### src/wid_pkg.sv
// shared types, constants and helper functions for the watercolor ink diffusion block
package wid_pkg;

    localparam int GRID_W = 256;
    localparam int GRID_H = 256;
    localparam int CELLS  = GRID_W * GRID_H;
    localparam int X_W    = $clog2(GRID_W);
    localparam int Y_W    = $clog2(GRID_H);
    localparam int ADDR_W = $clog2(CELLS);
    localparam int POS_W  = 8;
    localparam int XD_W   = (X_W > POS_W) ? X_W : POS_W;
    localparam int YD_W   = (Y_W > POS_W) ? Y_W : POS_W;
    localparam int DD_W   = (XD_W > YD_W) ? XD_W : YD_W;
    localparam int DIST_W = 2 * DD_W + 6;

    typedef logic [15:0]      t_q;
    typedef logic [2:0][15:0] t_rgb;

    localparam t_q SAT_MAX    = 16'hFFFF;
    localparam t_q SURF_LIMIT = 16'd819;
    localparam t_q SURF_MOVE  = 16'd123;
    localparam t_q MID_LIMIT  = 16'd410;
    localparam t_q MID_LOSS   = 16'd41;
    localparam t_q DEEP_GAIN  = 16'd20;
    localparam t_q DRY_THRESH = 16'd410;
    localparam t_q WET_THRESH = 16'd41;
    localparam logic [17:0] ONE_Q = 18'd4096;

    // item modes
    localparam logic [1:0] MODE_FRAME = 2'd0;
    localparam logic [1:0] MODE_READ  = 2'd1;
    localparam logic [1:0] MODE_CLEAR = 2'd2;

    // paper modes
    localparam logic [1:0] PAPER_CROSS = 2'd0;
    localparam logic [1:0] PAPER_DIAG  = 2'd1;
    localparam logic [1:0] PAPER_ALT   = 2'd2;

    localparam logic [1:0] PEN_NONE = 2'd3;

    // register indexes
    localparam logic [2:0] REG_PEN   = 3'd0;
    localparam logic [2:0] REG_CAP   = 3'd1;
    localparam logic [2:0] REG_RXW   = 3'd2;
    localparam logic [2:0] REG_RYW   = 3'd3;
    localparam logic [2:0] REG_SIZE  = 3'd4;
    localparam logic [2:0] REG_PAPER = 3'd5;
    localparam logic [2:0] REG_WET   = 3'd6;

    typedef struct packed {
        logic [1:0] mode;
        logic       brush_down;
        logic [7:0] pos_x;
        logic [7:0] pos_y;
    } t_in_item;

    typedef struct packed {
        logic [12:0] shown_red;
        logic [12:0] shown_green;
        logic [12:0] shown_blue;
    } t_out_item;

    typedef enum logic [2:0] {
        CNT_HOLD,
        CNT_INIT_FULL,
        CNT_INIT_INNER,
        CNT_STEP_FULL,
        CNT_STEP_INNER
    } t_cnt_op;

    typedef enum logic [1:0] {
        RD_HERE,
        RD_NB,
        RD_POS
    } t_rd_src;

    typedef struct packed {
        t_cnt_op    cnt_op;
        logic       load_in;
        logic       rd_en;
        t_rd_src    rd_src;
        logic [1:0] rd_nb;
        logic [1:0] wr_nb;
        logic       clr_wr;
        logic       frame;
        logic       br_pre;
        logic       br_wr;
        logic       d_lat;
        logic       d_upd;
        logic       d_fin;
        logic       res_zero;
        logic       res_load;
        logic       out_load;
    } t_cmd;

    typedef struct packed {
        logic [1:0] mode;
        logic       paint;
        logic       full_last;
        logic       inner_last;
        logic       out_free;
    } t_stat;

    function automatic t_q sat_add(input t_q a, input t_q b);
        logic [16:0] s;
        s = {1'b0, a} + {1'b0, b};
        return s[16] ? SAT_MAX : s[15:0];
    endfunction

    function automatic logic [ADDR_W-1:0] cell_addr(input logic [X_W-1:0] x,
                                                   input logic [Y_W-1:0] y);
        return ADDR_W'(y) * ADDR_W'(GRID_W) + ADDR_W'(x);
    endfunction

    // neighbor order: cross right, left, down, up; diagonal (-1,-1),(-1,+1),(+1,-1),(+1,+1)
    function automatic logic [ADDR_W-1:0] nb_addr(input logic [X_W-1:0] x,
                                                 input logic [Y_W-1:0] y,
                                                 input logic diag,
                                                 input logic [1:0] idx);
        logic [X_W-1:0] nx;
        logic [Y_W-1:0] ny;
        nx = x;
        ny = y;
        if (diag) begin
            nx = idx[1] ? x + 1'b1 : x - 1'b1;
            ny = idx[0] ? y + 1'b1 : y - 1'b1;
        end else begin
            case (idx)
                2'd0: nx = x + 1'b1;
                2'd1: nx = x - 1'b1;
                2'd2: ny = y + 1'b1;
                default: ny = y - 1'b1;
            endcase
        end
        return cell_addr(nx, ny);
    endfunction

    // round(level * 20.48): level*20 + (level*24 + 25) / 50 via reciprocal
    function automatic logic [12:0] ink_amount(input logic [7:0] lvl);
        logic [12:0] r;
        logic [26:0] p;
        r = 13'(lvl) * 13'd24 + 13'd25;
        p = 27'(r) * 27'd10486;
        return 13'(lvl) * 13'd20 + 13'(p[26:19]);
    endfunction

endpackage

### src/wid_ctrl.sv
// sequencing state machine for the ink diffusion block
module wid_ctrl (
    input  logic           i_clk,
    input  logic           i_rst_n,
    input  logic           i_in_valid,
    output logic           o_in_ready,
    input  wid_pkg::t_stat i_stat,
    output wid_pkg::t_cmd  o_cmd
);
    import wid_pkg::*;

    typedef enum logic [12:0] {
        S_CLR    = 13'b0000000000001,
        S_IDLE   = 13'b0000000000010,
        S_DISP   = 13'b0000000000100,
        S_FRAME  = 13'b0000000001000,
        S_BR_RD  = 13'b0000000010000,
        S_BR_WR  = 13'b0000000100000,
        S_D_RDH  = 13'b0000001000000,
        S_D_LATH = 13'b0000010000000,
        S_D_UPD  = 13'b0000100000000,
        S_D_FIN  = 13'b0001000000000,
        S_RES    = 13'b0010000000000,
        S_DONE   = 13'b0100000000000,
        S_SPARE  = 13'b1000000000000
    } t_state;

    t_state     r_state, n_state;
    logic [1:0] r_k, n_k;
    logic       r_boot, n_boot;

    always_ff @(posedge i_clk) begin
        if (!i_rst_n) begin
            r_state <= S_CLR;
            r_k     <= 2'd0;
            r_boot  <= 1'b1;
        end else begin
            r_state <= n_state;
            r_k     <= n_k;
            r_boot  <= n_boot;
        end
    end

    assign o_in_ready = (r_state == S_IDLE);

    always_comb begin
        o_cmd   = '0;
        n_state = r_state;
        n_k     = r_k;
        n_boot  = r_boot;
        case (r_state)
            S_CLR: begin
                o_cmd.clr_wr = 1'b1;
                if (i_stat.full_last) begin
                    n_state = r_boot ? S_IDLE : S_DONE;
                    n_boot  = 1'b0;
                end else begin
                    o_cmd.cnt_op = CNT_STEP_FULL;
                end
            end
            S_IDLE: begin
                if (i_in_valid) begin
                    o_cmd.load_in = 1'b1;
                    n_state       = S_DISP;
                end
            end
            S_DISP: begin
                o_cmd.res_zero = 1'b1;
                case (i_stat.mode)
                    MODE_FRAME: n_state = S_FRAME;
                    MODE_READ: begin
                        o_cmd.rd_en  = 1'b1;
                        o_cmd.rd_src = RD_POS;
                        n_state      = S_RES;
                    end
                    MODE_CLEAR: begin
                        o_cmd.cnt_op = CNT_INIT_FULL;
                        n_state      = S_CLR;
                    end
                    default: n_state = S_DONE;
                endcase
            end
            S_FRAME: begin
                o_cmd.frame = 1'b1;
                if (i_stat.paint) begin
                    o_cmd.cnt_op = CNT_INIT_FULL;
                    n_state      = S_BR_RD;
                end else begin
                    o_cmd.cnt_op = CNT_INIT_INNER;
                    n_state      = S_D_RDH;
                end
            end
            S_BR_RD: begin
                o_cmd.rd_en  = 1'b1;
                o_cmd.rd_src = RD_HERE;
                o_cmd.br_pre = 1'b1;
                n_state      = S_BR_WR;
            end
            S_BR_WR: begin
                o_cmd.br_wr = 1'b1;
                if (i_stat.full_last) begin
                    o_cmd.cnt_op = CNT_INIT_INNER;
                    n_state      = S_D_RDH;
                end else begin
                    o_cmd.cnt_op = CNT_STEP_FULL;
                    n_state      = S_BR_RD;
                end
            end
            S_D_RDH: begin
                o_cmd.rd_en  = 1'b1;
                o_cmd.rd_src = RD_HERE;
                n_state      = S_D_LATH;
            end
            S_D_LATH: begin
                o_cmd.d_lat  = 1'b1;
                o_cmd.rd_en  = 1'b1;
                o_cmd.rd_src = RD_NB;
                o_cmd.rd_nb  = 2'd0;
                n_k          = 2'd0;
                n_state      = S_D_UPD;
            end
            S_D_UPD: begin
                o_cmd.d_upd = 1'b1;
                o_cmd.wr_nb = r_k;
                if (r_k != 2'd3) begin
                    o_cmd.rd_en  = 1'b1;
                    o_cmd.rd_src = RD_NB;
                    o_cmd.rd_nb  = r_k + 2'd1;
                    n_k          = r_k + 2'd1;
                end else begin
                    n_state = S_D_FIN;
                end
            end
            S_D_FIN: begin
                o_cmd.d_fin = 1'b1;
                if (i_stat.inner_last) begin
                    n_state = S_DONE;
                end else begin
                    o_cmd.cnt_op = CNT_STEP_INNER;
                    n_state      = S_D_RDH;
                end
            end
            S_RES: begin
                o_cmd.res_load = 1'b1;
                n_state        = S_DONE;
            end
            S_DONE: begin
                if (i_stat.out_free) begin
                    o_cmd.out_load = 1'b1;
                    n_state        = S_IDLE;
                end
            end
            default: n_state = S_IDLE;
        endcase
    end

endmodule

### config.mk
export PLATFORM = sky130hd
export DESIGN_NAME = wid_ctrl
export DESIGN_NICKNAME = d
export VERILOG_FILES = /design/src/wid_pkg.sv /design/src/wid_ctrl.sv
export SDC_FILE = /design/constraint.sdc
export NUM_CORES = 1
export LEC_CHECK = 0
export BUFFER_PORTS_ARGS = -buffer_cell sky130_fd_sc_hd__buf_2
export CELL_PAD_IN_SITES_DETAIL_PLACEMENT = 1
export CELL_PAD_IN_SITES_GLOBAL_PLACEMENT = 1
export CORE_ASPECT_RATIO = 1.2
export CORE_UTILIZATION = 41
export CTS_CLUSTER_DIAMETER = 30
export DETAILED_ROUTE_END_ITERATION = 8
export PLACE_DENSITY = 0.92
export SYNTH_ARGS = -nofsm -noshare
export SYNTH_HDL_FRONTEND = slang
export SYNTH_SLANG_ARGS = --single-unit
### constraint.sdc
create_clock -name i_clk -period 2.7 [get_ports i_clk]
set_input_delay 0.405 -clock i_clk [delete_from_list [all_inputs] [get_ports i_clk]]
set_output_delay 0.405 -clock i_clk [all_outputs]
set_load 0.03 [all_outputs]
==> results of run 1 <==
worst max-delay path, stage by stage (launching register included):
cell	delay, ns
dfxtp_1	0.44
nor4_4	0.35
and2_1	0.20
and4b_4	0.27
and2b_1	0.18
and2_4	0.16
nand3b_1	0.10
buf_2	0.20
per-layer routing:
metal | global-route usage | part of all wire
met4 | 0.107 | 0.017
met3 | 0.0175 | 0.024
met5 | 0 | 0
met2 | 0.389 | 0.50
met1 | 0.278 | 0.46
worst max path at each step:
stage	from	to	slack (ns)	depth (start not counted)
after detailed placement	r_state[4]$_SDFFE_PN0P_	o_cmd[16]	0.40	7
after global placement	r_state[4]$_SDFFE_PN0P_	o_cmd[16]	0.46	7
after CTS	r_state[4]$_SDFFE_PN0P_	o_cmd[16]	0.008	7
after global routing	r_state[10]$_SDFFE_PN0P_	o_cmd[16]	-0.006	7
final	r_state[10]$_SDFFE_PN0P_	o_cmd[16]	0.12	7
after floorplan	r_state[4]$_SDFFE_PN0P_	o_cmd[18]	0.20	6
layout make-up:
| class | count | area [um^2] | area share |
|---|---|---|---|
| Multi-Input combinational cell | 106 | 742 | 0.571 |
| Sequential cell | 15 | 302 | 0.232 |
| Timing Repair Buffer | 33 | 173 | 0.133 |
| Tap cell | 33 | 41.3 | 0.0318 |
| Clock buffer | 3 | 22.5 | 0.0173 |
| Inverter | 4 | 15.0 | 0.0115 |
| Clock inverter | 1 | 5.00 | 0.00385 |
power by group:
group | leakage (nW) | total, W | switching, W | internal [W]
registers | 0.122 | 0.000241 | 0.0000124 | 0.000228
clock network | 0.0177 | 0.000132 | 0.0000769 | 0.0000550
logic | 0.503 | 0.000118 | 0.0000742 | 0.0000439
total | 0.643 | 0.000491 | 0.000164 | 0.000327
sequential cells by signal (all words and copies together), names as in the netlist:
name / cells
r_boot: 1
r_k: 2
r_state: 12
cell usage after synthesis (all sizes together):
master	number
and4bb	1
nand2b	2
xor2	4
nor2	11
nand4	2
and2b	3
nand2	11
inv	4
a31oi	2
nor4	8
o221ai	1
or2b	1
dlygate4sd1	1
nor3b	1
o211ai	1
clkbuf	2
and4	1
a21boi	2
o21a	1
nor2b	6
a21oi	3
nor3	7
nor4b	4
nand3b	2
and4b	2
nand3	4
and2	8
dfxtp	15
and3	5
and3b	1
buf	9
o21ai	7
or3	1
a22oi	1
ha	1
a211oi	2
cells by family (layout without fill, tap and decap cells):
| group | after synthesis | count (layout) | synth area share |
|---|---|---|---|
| DFF | 15 | 15 | 0.257 |
| and+or+nand+nor | 81 | 81 | 0.481 |
| AOI/OAI and AO/OA | 20 | 20 | 0.106 |
| xor gates and xnor gates | 4 | 4 | 0.0300 |
| adders and majority gates | 1 | 1 | 0.0107 |
| buffers and inverters | 16 | 41 | 0.115 |
what timing repair did:
item / in CTS / in global routing
gates resized for setup: 0 / 2
setup endpoints to repair: 0 / 2
buffers inserted: 0 / 3
through the flow:
| step | util | setup TNS (ns) | instance area, um^2 | total power, W | hold slack, ns |
|---|---|---|---|---|---|
| floorplan | - | 0 | 1170 | 0.000327 | 0.422 |
| global placement | 0.472 | 0 | 1240 | 0.000354 | 0.434 |
| finish | 0.495 | 0 | 1300 | 0.000491 | 0.387 |
| CTS | 0.482 | 0 | 1270 | 0.000489 | 0.377 |
| detailed placement | 0.472 | 0 | 1240 | 0.000360 | 0.449 |
| global route | 0.495 | -0.00594 | 1300 | 0.000514 | 0.384 |
==> flow_metrics.py, run 1 <==
metrics = {
    "detailed_routing": {
        "ant_nets": 0,
        "avgRoutedWirePerCell_um": 15.7,
        "drtPass1Iterations": 4,
        "vias_per_cell": 5.59,
        "routed_wl_mm": 3.07,
        "drt_iter0_drc": 25,
        "vias": 1091,
        "drc_errors": 0,
    },
    "floorplanning": {
        "start_util": 0.444,
        "pin_count": 31,
        "coreArea_um2": 2630,
        "die_w_um": 50.7,
        "fp.dieH_um": 60.5,
        "fp.dieArea_um2": 3070,
        "rows": 20,
    },
    "clocking": {
        "cts.sinks": 15,
        "numCtsBuffers": 3,
        "clockBufferDepth": 2,
        "root_buffer": "clkbuf_4",
        "holdBufCountCts": 0,
        "cts_max_level": 1,
        "insertion_delay_ns": 0.28,
        "path_clk_slew_ns": 0.10,
        "cts_tree": "built",
    },
    "finish": {
        "final_common_cell": "buf_2",
        "layout_common_cells": "buf_2, dfxtp_1, nor2_1, nand2_1, o21ai_0",
        "layout.nets": 173,
        "syn_to_final_growth_pct": 11.4,
        "layout-drive-gt1-share": 0.346,
        "finalNonFillerCells": 195,
        "num_antenna_cells": 0,
        "fillers": 342,
    },
    "grt": {
        "grt.total_usage": 0.222,
        "grt_pass1_wl_mm": 5.06,
        "grt_overflow": 0,
        "antenna_found_initial": 0,
        "grt_pass1_vias": 1037,
        "grt_max_degree": 16,
    },
    "timing": {
        "finalCriticalPeriod_ns": 2.58,
        "finalCritPeriodShare": 0.956,
        "clock_skew_ns": 0.00218,
        "fmax_mhz": 387,
        "slew_viol_final": 0,
        "worst_pin_slew_ns": 0.441,
        "finalWorstSetupSlack_ns": 0.118,
        "finalSetupViolations": 0,
        "max_slew_margin": 0.704,
        "hold_viol": 0,
    },
    "synth": {
        "synth_largest_area_cell": "dfxtp_1",
        "synth_area_leaders": "dfxtp_1, nor4_2, buf_6",
        "ys_warn_count": 0,
        "ys_seq_area_frac": 0.257,
        "syn_area_per_cell_um2": 8.52,
        "syn-num-nets": 147,
        "netlist.area_leader.share": 0.257,
        "synth_cell_types": 48,
        "synth-seq-cells": 15,
        "syn-cell-area_um2": 1170,
        "netlist_instances": 137,
    },
    "placement": {
        "hpwl_mm": 2.25,
        "preCtsSetupSlack_ns": 0.397,
        "placed_cells": 188,
        "routabilityCongestion": 0.832,
        "port_buffers": 30,
    },
    "worst_hold_path": {
        "hp-class": "primary input to flop",
        "hold_start": "i_stat[4]",
        "hold_depth": 2,
        "holdPathEnd": "r_state[0]$_SDFFE_PN1P_",
    },
    "critical_path": {
        "reg2reg_from": "r_state[7]$_SDFFE_PN0P_",
        "r2r-end": "r_state[11]$_SDFFE_PN0P_",
        "critPathRequiredTime_ns": 2.30,
        "cp.arrival_ns": 2.18,
        "cp-end-kind": "output port",
        "cp-start-kind": "flop",
        "crit_fanout": 8,
        "rr_worst_depth": 8,
        "r2r_slack_ns": 0.76,
        "critPathKind": "flop to output port",
    },
    "run_status": {
        "status": "finished clean",
    },
    "run": {
        "cap_violations": 0,
    },
    "pwr": {
        "irDropWorstVdd_mv": 0.223,
        "power_density_nw_per_um2": 377,
        "p_leak_nw": 0.643,
    },
}
Power figures use the tool's default switching activity.
==> run 2: changes to the inputs <==
==> constraint.sdc (replaced) <==
create_clock -name i_clk -period 3 [get_ports i_clk]
set_input_delay 0.45 -clock i_clk [delete_from_list [all_inputs] [get_ports i_clk]]
set_output_delay 0.45 -clock i_clk [all_outputs]
set_load 0.03 [all_outputs]
==> run 2 against run 1 <==
Sequential power is 10% lower. Via count is 0.18% higher. First-iteration DRC count increased by 28%. Clock skew is essentially flat. Combinational power fell by 11%. Critical path type unchanged. Highest routed layer unchanged.
==> flow_metrics.py, run 2 (synthesis results as in run 1) <==
metrics = {
    "grt": {
        "grt_pass1_wl_mm": 5.06,
        "grt_overflow": 0,
        "grt_max_degree": 16,
        "grt_pass1_vias": 1037,
        "grt.total_usage": 0.222,
        "antenna_found_initial": 0,
    },
    "timing": {
        "finalCritPeriodShare": 0.917,
        "slew_viol_final": 0,
        "finalWorstSetupSlack_ns": 0.250,
        "finalSetupViolations": 0,
        "hold_viol": 0,
        "fmax_mhz": 364,
        "worst_pin_slew_ns": 0.456,
        "clock_skew_ns": 0.00207,
        "finalCriticalPeriod_ns": 2.75,
        "setup_tns_ns": 0,
        "max_slew_margin": 0.694,
        "rsz0062_at_grt": "no",
    },
    "detailed_routing": {
        "dr_wl_met3_um": 100,
        "vias_per_cell": 5.69,
        "met1Wirelength_mm": 1.37,
        "avgRoutedWirePerCell_um": 15.8,
        "drc_errors": 0,
        "drtPass1Iterations": 4,
        "vias": 1093,
        "routed_wl_mm": 3.03,
        "routed.top_layer": "met4",
        "wl_met2_mm": 1.52,
        "drt_iter0_drc": 32,
        "ant_nets": 0,
    },
    "pwr": {
        "power_density_nw_per_um2": 348,
        "power_w": 0.000441,
        "irDropWorstVdd_mv": 0.201,
        "p_leak_nw": 0.625,
    },
    "floorplanning": {
        "fp.dieH_um": 60.5,
        "coreArea_um2": 2630,
        "fp.dieArea_um2": 3070,
        "rows": 20,
        "start_util": 0.444,
        "die_w_um": 50.7,
        "pin_count": 31,
    },
    "clocking": {
        "cts_tree": "built",
        "insertion_delay_ns": 0.29,
        "path_clk_slew_ns": 0.10,
        "post-cts-setup-buffer-count": 0,
        "cts_max_level": 1,
        "cts.sinks": 15,
        "root_buffer": "clkbuf_4",
        "cts_resized": 0,
        "numCtsBuffers": 3,
        "clockBufferDepth": 2,
        "holdBufCountCts": 0,
    },
    "finish": {
        "layout.nets": 170,
        "reg.largest.list": "r_state x12, r_k x2, r_boot x1",
        "fillers": 345,
        "multi_input_area_um2": 733,
        "final_util": 0.482,
        "ff_latch_area_um2": 300,
        "top_register": "r_state",
        "final_common_cell": "buf_2",
        "layout-drive-gt1-share": 0.327,
        "num_antenna_cells": 0,
        "syn_to_final_growth_pct": 8.57,
        "layout_common_cells": "buf_2, dfxtp_1, nor2_1, nand2_1, o21ai_0",
        "postLayoutCellArea_um2": 1270,
        "largest_reg_flops": 12,
    },
    "critical_path": {
        "cp-end-kind": "output port",
        "critPathKind": "flop to output port",
        "cp.arrival_ns": 2.30,
        "critPathRequiredTime_ns": 2.55,
        "cp-start-kind": "flop",
        "crit_fanout": 9,
    },
    "worst_hold_path": {
        "hp-class": "primary input to flop",
    },
    "placement": {
        "preCtsSetupSlack_ns": 0.652,
        "routabilityCongestion": 0.832,
        "hpwl_mm": 2.25,
        "port_buffers": 30,
        "place_area_um2": 1240,
    },
    "run_status": {
        "status": "finished clean",
    },
    "run": {
        "cap_violations": 0,
    },
}
-- run 2: cell types whose count changed in the layout (fill, tap and decap cells not counted) --
cell     previous run  this run
nor4_2              4         5
dfxtp_1            14        15
nor4_4              3         2
buf_4               3         0
dfxtp_2             1         0
-- run 2: per-stage QoR --
stage          std cells  hold slack [ns]
4_1_cts              192            0.422
6_report             192            0.428
5_1_grt              192            0.429
2_1_floorplan        137            0.422
3_5_place_dp         188            0.449
3_3_place_gp         188            0.434
-- run 2: area by class of cell --
| type | instances | area share |
|---|---|---|
| inverters | 4 | 0.0118 |
| repair buffers | 30 | 0.118 |
| well taps | 33 | 0.0326 |
| flip-flops and latches | 15 | 0.237 |
| multi-input cells | 106 | 0.578 |
| clock buffers | 3 | 0.0178 |
| clock inverters | 1 | 0.00395 |
-- run 2: worst paths after layout --
| path | slack, ns | from | end | cells past startpoint |
|---|---|---|---|---|
| worst max register to register | 1.06 | r_state[4]$_SDFFE_PN0P_ | r_state[11]$_SDFFE_PN0P_ | 6 |
| worst min-delay path | 0.43 | i_in_valid | r_state[2]$_SDFFE_PN0P_ | 2 |
| worst max-delay path | 0.25 | r_state[4]$_SDFFE_PN0P_ | o_cmd[16] | 7 |
| worst min register to register | 0.46 | r_boot$_SDFFE_PN1P_ | r_boot$_SDFFE_PN1P_ | 2 |
-- run 2: per-layer routing --
metal / vias up / track usage
met2: 29 / 0.389
met5: - / 0
met3: 4 / 0.0175
met1: 528 / 0.278
li1: 532 / -
met4: 0 / 0.107
-- run 2: worst max-delay path, cell delays in order, from the launching register on --
cell,delay (ns)
dfxtp_1,0.41
nor4_4,0.47
and2_1,0.22
and4b_4,0.27
and2b_1,0.19
and2_4,0.16
nand3b_1,0.10
buf_2,0.20
-- run 2: power breakdown --
group | switching (W) | leakage [nW] | internal, W
registers | 0.0000108 | 0.122 | 0.000205
logic | 0.0000662 | 0.485 | 0.0000384
clock network | 0.0000706 | 0.0177 | 0.0000496
